==> src/rtl/core/slpe_pkg.sv <==
// Package with the shared types and constants of the status LED pattern engine.
package slpe_pkg;

   // Default tick length in microseconds.
   localparam int unsigned TICK_US_DEFAULT = 625;
   localparam int unsigned MS_US           = 1000;

   // Phase counter periods in ticks, and their widths.
   localparam int unsigned FLASH_W      = 8;
   localparam int unsigned ALT_W        = 10;
   localparam int unsigned BURST_W      = 13;
   localparam int unsigned FLASH_TICKS  = 240;
   localparam int unsigned ALT_TICKS    = 640;
   localparam int unsigned BURST_TICKS  = 4800;

   // Restart counter width and its saturation value.
   localparam int unsigned RESTART_W = 24;
   localparam logic [RESTART_W-1:0] RESTART_MAX = {RESTART_W{1'b1}};

   // Configuration port.
   localparam int unsigned CSR_INDEX_W     = 4;
   localparam int unsigned CSR_DATA_W      = 16;
   localparam int unsigned LIMIT_W         = CSR_DATA_W + 10;
   localparam logic [CSR_INDEX_W-1:0] CSR_BLUE_BLINK_OFF_MS   = 4'd0;
   localparam logic [CSR_INDEX_W-1:0] CSR_NUM_LOCK_LED_ENABLE = 4'd1;
   localparam logic [CSR_DATA_W-1:0]  BLUE_BLINK_OFF_RESET    = 16'd10000;

   // Stream payload widths.
   localparam int unsigned REQ_DATA_W = 16;
   localparam int unsigned RSP_DATA_W = 8;

   // Link states.
   localparam logic [2:0] LINK_OFF          = 3'd0;
   localparam logic [2:0] LINK_RECONNECTING = 3'd1;
   localparam logic [2:0] LINK_PAIRING      = 3'd2;
   localparam logic [2:0] LINK_SLOT1        = 3'd3;
   localparam logic [2:0] LINK_SLOT4        = 3'd6;

   // Battery warning thresholds in percent.
   localparam logic [6:0] BATT_THREE_BLINKS = 7'd10;
   localparam logic [6:0] BATT_TWO_BLINKS   = 7'd15;
   localparam logic [6:0] BATT_ONE_BLINK    = 7'd20;

   // LED modes.
   typedef logic [3:0] mode_type;
   localparam mode_type MODE_OFF    = 4'd0;
   localparam mode_type MODE_ON     = 4'd1;
   localparam mode_type MODE_FLASH  = 4'd2;
   localparam mode_type MODE_ALT_A  = 4'd3;
   localparam mode_type MODE_ALT_B  = 4'd4;
   localparam mode_type MODE_BLINK1 = 4'd5;
   localparam mode_type MODE_BLINK2 = 4'd6;
   localparam mode_type MODE_BLINK3 = 4'd7;
   localparam mode_type MODE_BLINK4 = 4'd8;

   // Input transaction fields, last field first so the lowest bits map to sleeping.
   typedef struct packed {
      logic       link_restart;
      logic [2:0] link_state;
      logic       usb_mode;
      logic [6:0] battery_percent;
      logic       num_lock_on;
      logic       caps_lock_on;
      logic       keyboard_init;
      logic       sleeping;
   } req_fields_type;

endpackage

==> src/rtl/core/status_led_pattern_engine.sv <==
// Top level of the status LED pattern engine: tick pipeline, phase counters and LED mode logic.
//
// Each request transaction is one system tick of TICK_US microseconds carrying the status
// inputs; each one yields exactly one response transaction with the red, green and blue LED
// bits. The block accepts one transaction per clock cycle while responses are taken and
// passes each through the input register, then the mode logic and counter update into the
// output register. Throughput is set by that two-register pipeline; while a response waits
// to be taken, the input register can still take one more transaction, and after that the
// request side stalls. Millisecond thresholds are turned into
// tick counts when the design is elaborated, so no division happens at run time; the blue
// blink window compares ticks times TICK_US against the written limit times 1000.
module status_led_pattern_engine #(
   parameter int unsigned TICK_US = slpe_pkg::TICK_US_DEFAULT
) (
   input  logic                              clock,
   input  logic                              reset,
   // Request stream. tdata from bit 0: sleeping, keyboard_init, caps_lock_on, num_lock_on,
   // battery_percent[6:0], usb_mode, link_state[2:0], link_restart.
   input  logic                              req_tvalid,
   output logic                              req_tready,
   input  logic [slpe_pkg::REQ_DATA_W-1:0]   req_tdata,
   // Response stream. tdata from bit 0: red_on, green_on, blue_on, then zero fill.
   output logic                              rsp_tvalid,
   input  logic                              rsp_tready,
   output logic [slpe_pkg::RSP_DATA_W-1:0]   rsp_tdata,
   // Configuration write channel.
   input  logic                              csr_valid,
   output logic                              csr_ready,
   input  logic [slpe_pkg::CSR_INDEX_W-1:0]  csr_index,
   input  logic [slpe_pkg::CSR_DATA_W-1:0]   csr_wdata
);
   import slpe_pkg::*;

   // Millisecond thresholds as tick counts: ms < c holds exactly when ticks < ceil(c*1000/T).
   localparam int unsigned FLASH_ON_T = (50 * MS_US + TICK_US - 1) / TICK_US;
   localparam int unsigned ALT_HALF_T = (200 * MS_US + TICK_US - 1) / TICK_US;
   localparam int unsigned B0_END_T   = (50 * MS_US + TICK_US - 1) / TICK_US;
   localparam int unsigned B1_BEG_T   = (200 * MS_US + TICK_US - 1) / TICK_US;
   localparam int unsigned B1_END_T   = (250 * MS_US + TICK_US - 1) / TICK_US;
   localparam int unsigned B2_BEG_T   = (400 * MS_US + TICK_US - 1) / TICK_US;
   localparam int unsigned B2_END_T   = (450 * MS_US + TICK_US - 1) / TICK_US;
   localparam int unsigned B3_BEG_T   = (600 * MS_US + TICK_US - 1) / TICK_US;
   localparam int unsigned B3_END_T   = (650 * MS_US + TICK_US - 1) / TICK_US;

   // Width of ticks times TICK_US and of the window compare.
   localparam int unsigned PROD_W = RESTART_W + $clog2(TICK_US + 1);
   localparam int unsigned CMP_W  = (PROD_W > LIMIT_W) ? PROD_W : LIMIT_W;

   // Configuration registers; the blink window is kept in microseconds.
   logic [LIMIT_W-1:0] blue_limit_ff, blue_limit_in;
   logic               num_enable_ff, num_enable_in;

   // Pipeline registers.
   logic                  s1_valid_ff, s1_valid_in;
   req_fields_type        s1_data_ff;
   logic                  rsp_valid_ff, rsp_valid_in;
   logic [2:0]            rsp_leds_ff, rsp_leds_in;

   // Pattern state.
   logic [FLASH_W-1:0]   phase_flash_ff, phase_flash_in;
   logic [ALT_W-1:0]     phase_alt_ff, phase_alt_in;
   logic [BURST_W-1:0]   phase_burst_ff, phase_burst_in;
   logic [RESTART_W-1:0] ticks_ff, ticks_in;
   logic                 was_sleeping_ff, was_sleeping_in;

   // Handshake and datapath signals.
   logic                  out_free;
   logic                  s1_advance;
   logic                  req_take;
   logic [RESTART_W-1:0]  ticks_eff;
   logic [CMP_W-1:0]      ticks_us;
   logic                  in_window;
   logic                  flash_lit;
   logic                  alt_a_lit;
   logic                  blink_lit [4];
   mode_type              red_mode;
   mode_type              green_mode;
   mode_type              blue_mode;

   // Pipeline handshake: the input register drains whenever the output slot is free.
   assign out_free   = !rsp_valid_ff || rsp_tready;
   assign s1_advance = s1_valid_ff && out_free;
   assign req_tready = !s1_valid_ff || out_free;
   assign req_take   = req_tvalid && req_tready;
   assign csr_ready  = 1'b1;

   assign s1_valid_in  = req_take || (s1_valid_ff && !out_free);
   assign rsp_valid_in = s1_advance || (rsp_valid_ff && !rsp_tready);

   // Configuration writes; unknown indexes are ignored.
   always_comb begin
      blue_limit_in = blue_limit_ff;
      num_enable_in = num_enable_ff;
      if (csr_valid && csr_ready) begin
         if (csr_index == CSR_BLUE_BLINK_OFF_MS) begin
            blue_limit_in = LIMIT_W'(csr_wdata) * LIMIT_W'(MS_US);
         end else if (csr_index == CSR_NUM_LOCK_LED_ENABLE) begin
            num_enable_in = csr_wdata[0];
         end
      end
   end

   // The restart counter is cleared on wake-up or on a link restart before it is used.
   always_comb begin
      if ((was_sleeping_ff && !s1_data_ff.sleeping) || s1_data_ff.link_restart) begin
         ticks_eff = '0;
      end else begin
         ticks_eff = ticks_ff;
      end
   end

   assign ticks_us  = CMP_W'(PROD_W'(ticks_eff) * PROD_W'(TICK_US));
   assign in_window = ticks_us < CMP_W'(blue_limit_ff);

   // Pattern phases compared against elaboration-time tick thresholds.
   always_comb begin
      flash_lit    = 32'(phase_flash_ff) < FLASH_ON_T;
      alt_a_lit    = 32'(phase_alt_ff) < ALT_HALF_T;
      blink_lit[0] = 32'(phase_burst_ff) < B0_END_T;
      blink_lit[1] = (32'(phase_burst_ff) >= B1_BEG_T) && (32'(phase_burst_ff) < B1_END_T);
      blink_lit[2] = (32'(phase_burst_ff) >= B2_BEG_T) && (32'(phase_burst_ff) < B2_END_T);
      blink_lit[3] = (32'(phase_burst_ff) >= B3_BEG_T) && (32'(phase_burst_ff) < B3_END_T);
   end

   // Mode selection for each LED.
   always_comb begin
      red_mode   = MODE_OFF;
      green_mode = MODE_OFF;
      blue_mode  = MODE_OFF;
      if (!s1_data_ff.sleeping) begin
         if (s1_data_ff.keyboard_init) begin
            red_mode   = MODE_ON;
            green_mode = MODE_ON;
            blue_mode  = MODE_ON;
         end else begin
            if (s1_data_ff.caps_lock_on) begin
               green_mode = MODE_ON;
            end
            priority if (num_enable_ff && s1_data_ff.num_lock_on) begin
               red_mode = MODE_ON;
            end else if (s1_data_ff.battery_percent < BATT_THREE_BLINKS) begin
               red_mode = MODE_BLINK3;
            end else if (s1_data_ff.battery_percent < BATT_TWO_BLINKS) begin
               red_mode = MODE_BLINK2;
            end else if (s1_data_ff.battery_percent < BATT_ONE_BLINK) begin
               red_mode = MODE_BLINK1;
            end else begin
               red_mode = MODE_OFF;
            end
            // Link state drives blue; pairing also takes over red.
            priority if (s1_data_ff.usb_mode || s1_data_ff.link_state == LINK_OFF) begin
               blue_mode = MODE_OFF;
            end else if (s1_data_ff.link_state == LINK_RECONNECTING) begin
               blue_mode = MODE_FLASH;
            end else if (s1_data_ff.link_state == LINK_PAIRING) begin
               blue_mode = MODE_ALT_A;
               red_mode  = MODE_ALT_B;
            end else if (s1_data_ff.link_state >= LINK_SLOT1 &&
                         s1_data_ff.link_state <= LINK_SLOT4 && in_window) begin
               blue_mode = MODE_BLINK1 + mode_type'(s1_data_ff.link_state - LINK_SLOT1);
            end else begin
               blue_mode = MODE_OFF;
            end
         end
      end
   end

   // Turns a mode into the lit state for the current phases.
   function automatic logic mode_lit(input mode_type m, input logic flash, input logic alt_a,
                                     input logic b0, input logic b1, input logic b2,
                                     input logic b3);
      logic lit;
      unique case (m)
         MODE_ON:     lit = 1'b1;
         MODE_FLASH:  lit = flash;
         MODE_ALT_A:  lit = alt_a;
         MODE_ALT_B:  lit = !alt_a;
         MODE_BLINK1: lit = b0;
         MODE_BLINK2: lit = b0 || b1;
         MODE_BLINK3: lit = b0 || b1 || b2;
         MODE_BLINK4: lit = b0 || b1 || b2 || b3;
         default:     lit = 1'b0;
      endcase
      return lit;
   endfunction

   // Response bits and counter update for the transaction leaving the input register.
   always_comb begin
      rsp_leds_in     = rsp_leds_ff;
      phase_flash_in  = phase_flash_ff;
      phase_alt_in    = phase_alt_ff;
      phase_burst_in  = phase_burst_ff;
      ticks_in        = ticks_ff;
      was_sleeping_in = was_sleeping_ff;
      if (s1_advance) begin
         rsp_leds_in[0] = mode_lit(red_mode, flash_lit, alt_a_lit, blink_lit[0], blink_lit[1],
                                   blink_lit[2], blink_lit[3]);
         rsp_leds_in[1] = mode_lit(green_mode, flash_lit, alt_a_lit, blink_lit[0],
                                   blink_lit[1], blink_lit[2], blink_lit[3]);
         rsp_leds_in[2] = mode_lit(blue_mode, flash_lit, alt_a_lit, blink_lit[0],
                                   blink_lit[1], blink_lit[2], blink_lit[3]);
         phase_flash_in = (phase_flash_ff == FLASH_W'(FLASH_TICKS - 1)) ? '0
                                                                        : phase_flash_ff + 1'b1;
         phase_alt_in   = (phase_alt_ff == ALT_W'(ALT_TICKS - 1)) ? '0 : phase_alt_ff + 1'b1;
         phase_burst_in = (phase_burst_ff == BURST_W'(BURST_TICKS - 1)) ? '0
                                                                        : phase_burst_ff + 1'b1;
         ticks_in        = (ticks_eff == RESTART_MAX) ? ticks_eff : ticks_eff + 1'b1;
         was_sleeping_in = s1_data_ff.sleeping;
      end
   end

   // Control and state registers.
   always_ff @(posedge clock) begin
      if (reset) begin
         blue_limit_ff   <= LIMIT_W'(BLUE_BLINK_OFF_RESET) * LIMIT_W'(MS_US);
         num_enable_ff   <= 1'b0;
         s1_valid_ff     <= 1'b0;
         rsp_valid_ff    <= 1'b0;
         phase_flash_ff  <= '0;
         phase_alt_ff    <= '0;
         phase_burst_ff  <= '0;
         ticks_ff        <= '0;
         was_sleeping_ff <= 1'b0;
      end else begin
         blue_limit_ff   <= blue_limit_in;
         num_enable_ff   <= num_enable_in;
         s1_valid_ff     <= s1_valid_in;
         rsp_valid_ff    <= rsp_valid_in;
         phase_flash_ff  <= phase_flash_in;
         phase_alt_ff    <= phase_alt_in;
         phase_burst_ff  <= phase_burst_in;
         ticks_ff        <= ticks_in;
         was_sleeping_ff <= was_sleeping_in;
      end
   end

   // Payload registers.
   always_ff @(posedge clock) begin
      if (req_take) begin
         s1_data_ff <= req_fields_type'(req_tdata);
      end
      rsp_leds_ff <= rsp_leds_in;
   end

   assign rsp_tvalid = rsp_valid_ff;
   assign rsp_tdata  = {{(RSP_DATA_W - 3){1'b0}}, rsp_leds_ff};

   // A link restart leaves the restart counter at one after its tick.
   assert property (@(posedge clock) disable iff (reset)
      (s1_advance && s1_data_ff.link_restart) |=> (ticks_ff == RESTART_W'(1)))
      else $error("restart counter not restarted by link restart");

   // A sleeping tick produces a response with all LEDs off.
   assert property (@(posedge clock) disable iff (reset)
      (s1_advance && s1_data_ff.sleeping) |=> (rsp_leds_ff == 3'b000))
      else $error("LED lit during sleep");

   // The flash phase never leaves its period.
   assert property (@(posedge clock) disable iff (reset)
      32'(phase_flash_ff) < FLASH_TICKS)
      else $error("flash phase out of range");

   // An empty input register always takes a new transaction.
   assert property (@(posedge clock) disable iff (reset)
      !s1_valid_ff |-> req_tready)
      else $error("input stalled while input register empty");

endmodule
==> config.mk <==
export PLATFORM = sky130hd
export DESIGN_NAME = status_led_pattern_engine
export DESIGN_NICKNAME = d
export VERILOG_FILES = /design/src/rtl/core/slpe_pkg.sv /design/src/rtl/core/status_led_pattern_engine.sv
export SDC_FILE = /design/constraint.sdc
export NUM_CORES = 1
export LEC_CHECK = 0
export BUFFER_PORTS_ARGS = -buffer_cell sky130_fd_sc_hd__buf_2
export CAP_MARGIN = 10
export CORE_ASPECT_RATIO = 0.9
export CORE_MARGIN = 4
export CORE_UTILIZATION = 60
export CTS_BUF_LIST = sky130_fd_sc_hd__clkbuf_16
export DETAILED_ROUTE_END_ITERATION = 6
export PLACE_DENSITY_LB_ADDON = 0.1
export RECOVER_POWER = 25
export SLEW_MARGIN = 20
export SYNTH_ARGS = -nofsm -noshare
export SYNTH_HDL_FRONTEND = slang
export SYNTH_SLANG_ARGS = --single-unit
export TNS_END_PERCENT = 10
==> constraint.sdc <==
create_clock -name clock -period 10 [get_ports clock]
set_clock_uncertainty 0.1 [all_clocks]
set_input_delay 1 -clock clock [delete_from_list [all_inputs] [get_ports clock]]
set_output_delay 1 -clock clock [all_outputs]
set_load 0.03 [all_outputs]
After elaboration in Yosys (flattened, before gate mapping)
Index checks and enable logic that the tools add are counted.
- bits in registers: 101
- input bits: 41
- output and inout port bits: 11
- logic and storage cells: 129
- add/subtract/negate cells: 6
- multiply operators: 2
- $lt $le $gt $ge: 15
- equal/unequal tests: 31
- mux-type cells: 26
- bitwise operators: 1
- reduce and logical (&&, ||, !) cells: 30
- operators with widths (kind ; number):
    $eq A4 B3 Y1 const B ; 12
    $mux W24 ; 2
    $mux W4 ; 11
    $lt A34 B26 Y1 ; 1
    $mul A24 B10 Y34 const B ; 1
    $ge A13 B10 Y1 const B ; 2
    $add A24 B1 Y24 const B ; 1
    $eq A24 B24 Y1 const B ; 1
    $eq A4 B2 Y1 const B ; 6
    $pmux W1 S8 ; 3
    $mul A16 B7 Y23 const B ; 1
    $eq A4 B1 Y1 const B ; 4
    $lt A7 B4 Y1 const B ; 2
    $add A13 B1 Y13 const B ; 1
    $eq A13 B13 Y1 const B ; 1
    $ge A13 B9 Y1 const B ; 1
    $lt A13 B10 Y1 const B ; 1
    $lt A13 B11 Y1 const B ; 1
    $lt A13 B7 Y1 const B ; 1
    $lt A13 B9 Y1 const B ; 1
    $mux W13 ; 1
    $eq A4 B4 Y1 const B ; 3
    $mux W3 ; 4
    $logic_and A1 B1 Y1 ; 11
    23 further kinds ; 38

Longest topological paths before layout
- word-level depth: 15
- gate-level depth with buffers: 34
- depth with buffers taken out: 32

Worst setup path after synthesis
OpenSTA, ideal clock, no wires.
- path kind: reg2reg
- start: reg s1_data_ff[0] (netlist bit)
- end: reg rsp_leds_ff[2] (data pin)
- library setup time: 268 ps
- arrival time: 6971 ps
- slack: 2662 ps
- cell stages (with the launch flop): 32
- cells stage by stage: edfxtp_1 nor2b_2 nor2_2 clkbuf_1 clkbuf_1 nand2_1 fa_1 inv_1 ha_1 fa_1 ha_1 inv_1 fa_1 inv_1 ha_1 clkbuf_1 nand2_1 nor4_1 o21ai_0 a211oi_1 nor2b_1 xnor2_1 ha_1 a2111oi_2 nand4bb_1 or4_1 a21oi_2 o2111ai_4 nor3_2 nor2_1 o311ai_1 a31oi_1
- cells in the longest elaborated chain, start to end: 15
- RTL lines (element ; line ; RTL):
    start: declaration ; status_led_pattern_engine.sv:55 ; req_fields_type s1_data_ff;
    start signal: assignment ; status_led_pattern_engine.sv:240 ; s1_data_ff <= req_fields_type'(req_tdata);
    $logic_not A1 Y1 ; - ;
    $logic_and A1 B1 Y1 ; status_led_pattern_engine.sv:105 ; if ((was_sleeping_ff && !s1_data_ff.sleeping) || s1_data_ff.link_restart) begin
    $logic_or A1 B1 Y1 ; status_led_pattern_engine.sv:105 ;
    $mux W24 ; status_led_pattern_engine.sv:105 ;
    $mul A24 B10 Y34 ; status_led_pattern_engine.sv:112 ; assign ticks_us = CMP_W'(PROD_W'(ticks_eff) * PROD_W'(TICK_US));
    $lt A34 B26 Y1 ; status_led_pattern_engine.sv:113 ; assign in_window = ticks_us < CMP_W'(blue_limit_ff);
    $logic_and A1 B1 Y1 ; status_led_pattern_engine.sv:159 ; s1_data_ff.link_state <= LINK_SLOT4 && in_window) begin
    $mux W4 ; status_led_pattern_engine.sv:158 ; end else if (s1_data_ff.link_state >= LINK_SLOT1 &&
    $mux W4 ; status_led_pattern_engine.sv:155 ; end else if (s1_data_ff.link_state == LINK_PAIRING) begin
    $mux W4 ; status_led_pattern_engine.sv:153 ; end else if (s1_data_ff.link_state == LINK_RECONNECTING) begin
    $mux W4 ; status_led_pattern_engine.sv:151 ; priority if (s1_data_ff.usb_mode || s1_data_ff.link_state == LINK_OFF) begin
    $mux W4 ; status_led_pattern_engine.sv:131 ; if (s1_data_ff.keyboard_init) begin
    $mux W4 (*) ; status_led_pattern_engine.sv:130 ; if (!s1_data_ff.sleeping) begin
    $eq A4 B4 Y1, or another cell as far along ; status_led_pattern_engine.sv:173 ; unique case (m)
    $pmux W1 S8 (*) ; status_led_pattern_engine.sv:173 ;
    end signal: assignment ; status_led_pattern_engine.sv:242 ; rsp_leds_ff <= rsp_leds_in;
    end: declaration ; status_led_pattern_engine.sv:57 ; logic [2:0] rsp_leds_ff, rsp_leds_in;
Every way passes the cells marked *; elsewhere a longest branch is shown, timed or not.
A chain may end at the register's enable or synchronous reset.

Final worst setup path
Same ends and word-level chain as after synthesis.

==> flow_summary.json <==
{
  "place.gp.congestion": 0.859,
  "post-route-period-util": 0.826,
  "synthCells": 1380,
  "hold_class": "reg2reg",
  "die_area_mm2": 0.0224,
  "cp-endpoint": "rsp_leds_ff[2]",
  "timing.fmax_ghz": 0.121,
  "ctsHoldBuffers": 0,
  "reg2regPathDepth": 28,
  "avgSynthCellArea_um2": 8.73,
  "via_count": 9019,
  "numCtsBuffers": 9,
  "drive_gt1_frac": 0.0627,
  "synthArstFlopShare": 0,
  "grt-ovfl-total": 0,
  "final_common_cell": "inv_1",
  "dominantRegCellSynth": "dfxtp_1",
  "max_stage_delay_ns": 0.69,
  "final_cell_mix": "inv_1 (197), ha_1 (195), nand2_1 (137)",
  "drv_slew": 68,
  "grt_usage": 0.227,
  "peakVddDrop_v": 0.000121,
  "vias_per_cell": 5.45,
  "p_sw_uw": 597,
  "cts_max_path_buffers": 2,
  "timing.critical_path.fanout_max": 25,
  "grt_pass1_vias": 8935,
  "crit_start": "s1_data_ff[0]",
  "antenna_left": 0,
  "rows": 48,
  "grt_pass1_wl_um": 42400,
  "netSwitchingFraction": 0.388,
  "cts.sinks": 101,
  "netlist_area_mm2": 0.0121,
  "areaGrowthSynthToFinish_pct": 5.60,
  "postRouteWirelength_um": 23700,
  "core_area_mm2": 0.0195,
  "p_clk_frac": 0.237,
  "clk_pin_slew_ns": 0.08,
  "final_util": 0.654,
  "dp_hpwl_um": 19600,
  "setup_violations": 0,
  "drv_cap": 1,
  "violations": "capacitance limit, slew limit",
  "post_drt_wl_per_cell_um": 14.3,
  "fillers": 1696,
  "grt_antenna_before_repair": 0,
  "crit_arrival_ns": 8.28,
  "ctsResizeCount": 0,
  "io_pins": 52,
  "relSlewSlack": -1.03,
  "cts_root_buffer": "clkbuf_16",
  "p_int_uw": 943,
  "cts_setup_buffers": 0,
  "start_kind": "flip-flop",
  "drt_iter0_markers": 482,
  "status": "finished with violations",
  "drc": 0,
  "cts_tree": "built",
  "grt_max_degree": 68,
  "cp-end-kind": "flip-flop",
  "leakage_nw": 6.52,
  "reg2reg_from": "s1_data_ff[0]",
  "dr.pass1.iters": 5,
  "final_net_count": 1737,
  "combPwrFrac": 0.481,
  "synth_edf_count": 19,
  "htree_levels": 3,
  "clkLatencyLatePin_ns": 0.36,
  "worst_slew_pin_slew_ns": 3.04,
  "hold_viol": 0,
  "slowest_stage": "nor2_2",
  "die_w_um": 157,
  "fin_setup_tns_ns": 0,
  "port_buffers": 45,
  "worstPathRequired_ns": 10.02,
  "ys_seq_elements": 101,
  "antennaDiodeCount": 0,
  "yosysUniqueCellTypes": 86,
  "power_density_mw_per_mm2": 121,
  "seq_area_frac_synth": 0.184,
  "seqPwrFrac": 0.282,
  "ys.warnings.count": 0,
  "r2r_slack_ns": 1.74,
  "start_util": 0.619,
  "grt_setup_unrepaired": "false",
  "min_period_ns": 8.26,
  "timing.rr.end": "rsp_leds_ff[2]",
  "crit_type": "reg2reg",
  "dieHeight_um": 142
}
stage by stage:
stage	hold WS, ns	cells	power (mW)	cell area (um2)	setup WS (ns)
CTS	0.356	1654	1.56	12700	1.73
global placement	0.338	1638	1.17	12400	2.03
finish	0.352	1654	1.54	12700	1.74
floorplan	0.332	1384	1.05	12100	2.66
global route	0.376	1654	1.69	12700	1.06
detailed placement	0.345	1638	1.18	12400	1.77
cells by family (layout without fill, tap and decap cells):
family / Yosys count / in the layout / synth area share
flip-flops: 101 / 101 / 0.184
AO/OA/AOI/OAI: 223 / 223 / 0.126
adder cells (fa/ha/maj): 297 / 297 / 0.372
XOR/XNOR: 97 / 97 / 0.0705
other: 2 / 6 / 0.000623
buffers and inverters: 242 / 262 / 0.0781
multiplexers: 4 / 4 / 0.00384
AND/OR/NAND/NOR: 414 / 414 / 0.166
worst min path at each step:
stage	depth (start not counted)	slack [ns]	to	start
final	2	0.35	blue_limit_ff[18]	blue_limit_ff[18]
after global routing	2	0.38	was_sleeping_ff	was_sleeping_ff
after CTS	2	0.36	was_sleeping_ff	was_sleeping_ff
after detailed placement	2	0.34	was_sleeping_ff	was_sleeping_ff
after global placement	2	0.34	was_sleeping_ff	was_sleeping_ff
after floorplan	2	0.33	was_sleeping_ff	was_sleeping_ff
Yosys cell counts (10+ instances only):
cell type	n	area, um2
inv_1	197	739
xnor2_1	49	429
nand3_1	26	130
xor2_1	48	420
o21ai_0	20	100
edfxtp_1	19	571
and3_1	12	75.1
a21o_1	30	225
nand2b_1	19	119
a21oi_1	80	400
clkbuf_1	28	105
nor3_1	21	105
nand2_1	137	514
a211oi_1	10	75.1
fa_1	102	2040
nor2_1	120	450
nand4_1	20	125
dfxtp_1	82	1640
o21ai_1	12	60.1
ha_1	195	2440
power groups by stage:
| stage | clock, mW | sequential (mW) | combinational [mW] |
|---|---|---|---|
| finish | 0.365 | 0.434 | 0.741 |
| floorplan | 0 | 0.443 | 0.605 |
| CTS | 0.378 | 0.434 | 0.747 |
| detailed placement | 0 | 0.444 | 0.740 |
| global placement | 0 | 0.443 | 0.726 |
| global route | 0.397 | 0.436 | 0.858 |
registers in the layout (all words and copies together) (netlist names):
register / flops
ticks_ff: 24
blue_limit_ff: 23
s1_data_ff: 16
phase_burst_ff: 13
phase_alt_ff: 10
phase_flash_ff: 8
rsp_leds_ff: 3
num_enable_ff: 1
rsp_tvalid: 1
s1_valid_ff: 1
was_sleeping_ff: 1
critical path, delay by kind of cell, from the launching register on:
family	cells	cell delay (ns)
AND/OR/NAND/NOR	8	2.67
flip-flops	1	0.52
buffers and inverters	4	0.23
XOR/XNOR	1	0.15
AO/OA/AOI/OAI	8	1.50
adder cells (fa/ha/maj)	7	2.84
routing by layer:
layer	track usage	part of all wire	vias up
li1	-	-	4622
met2	0.352	0.44	145
met5	0	0	-
met3	0.0371	0.038	35
met1	0.334	0.51	4217
met4	0.0575	0.018	0
final cells by class:
cell class / instances / area [um2] / area share
multi-input combinational: 1041 / 8910 / 0.700
sequential: 101 / 2210 / 0.174
inverter: 199 / 747 / 0.0587
tap: 250 / 313 / 0.0246
timing repair buffer: 47 / 229 / 0.0180
clock buffer: 9 / 225 / 0.0177
clock inverter: 7 / 86.3 / 0.00678
No activity file was read; power rests on OpenSTA's default activity.
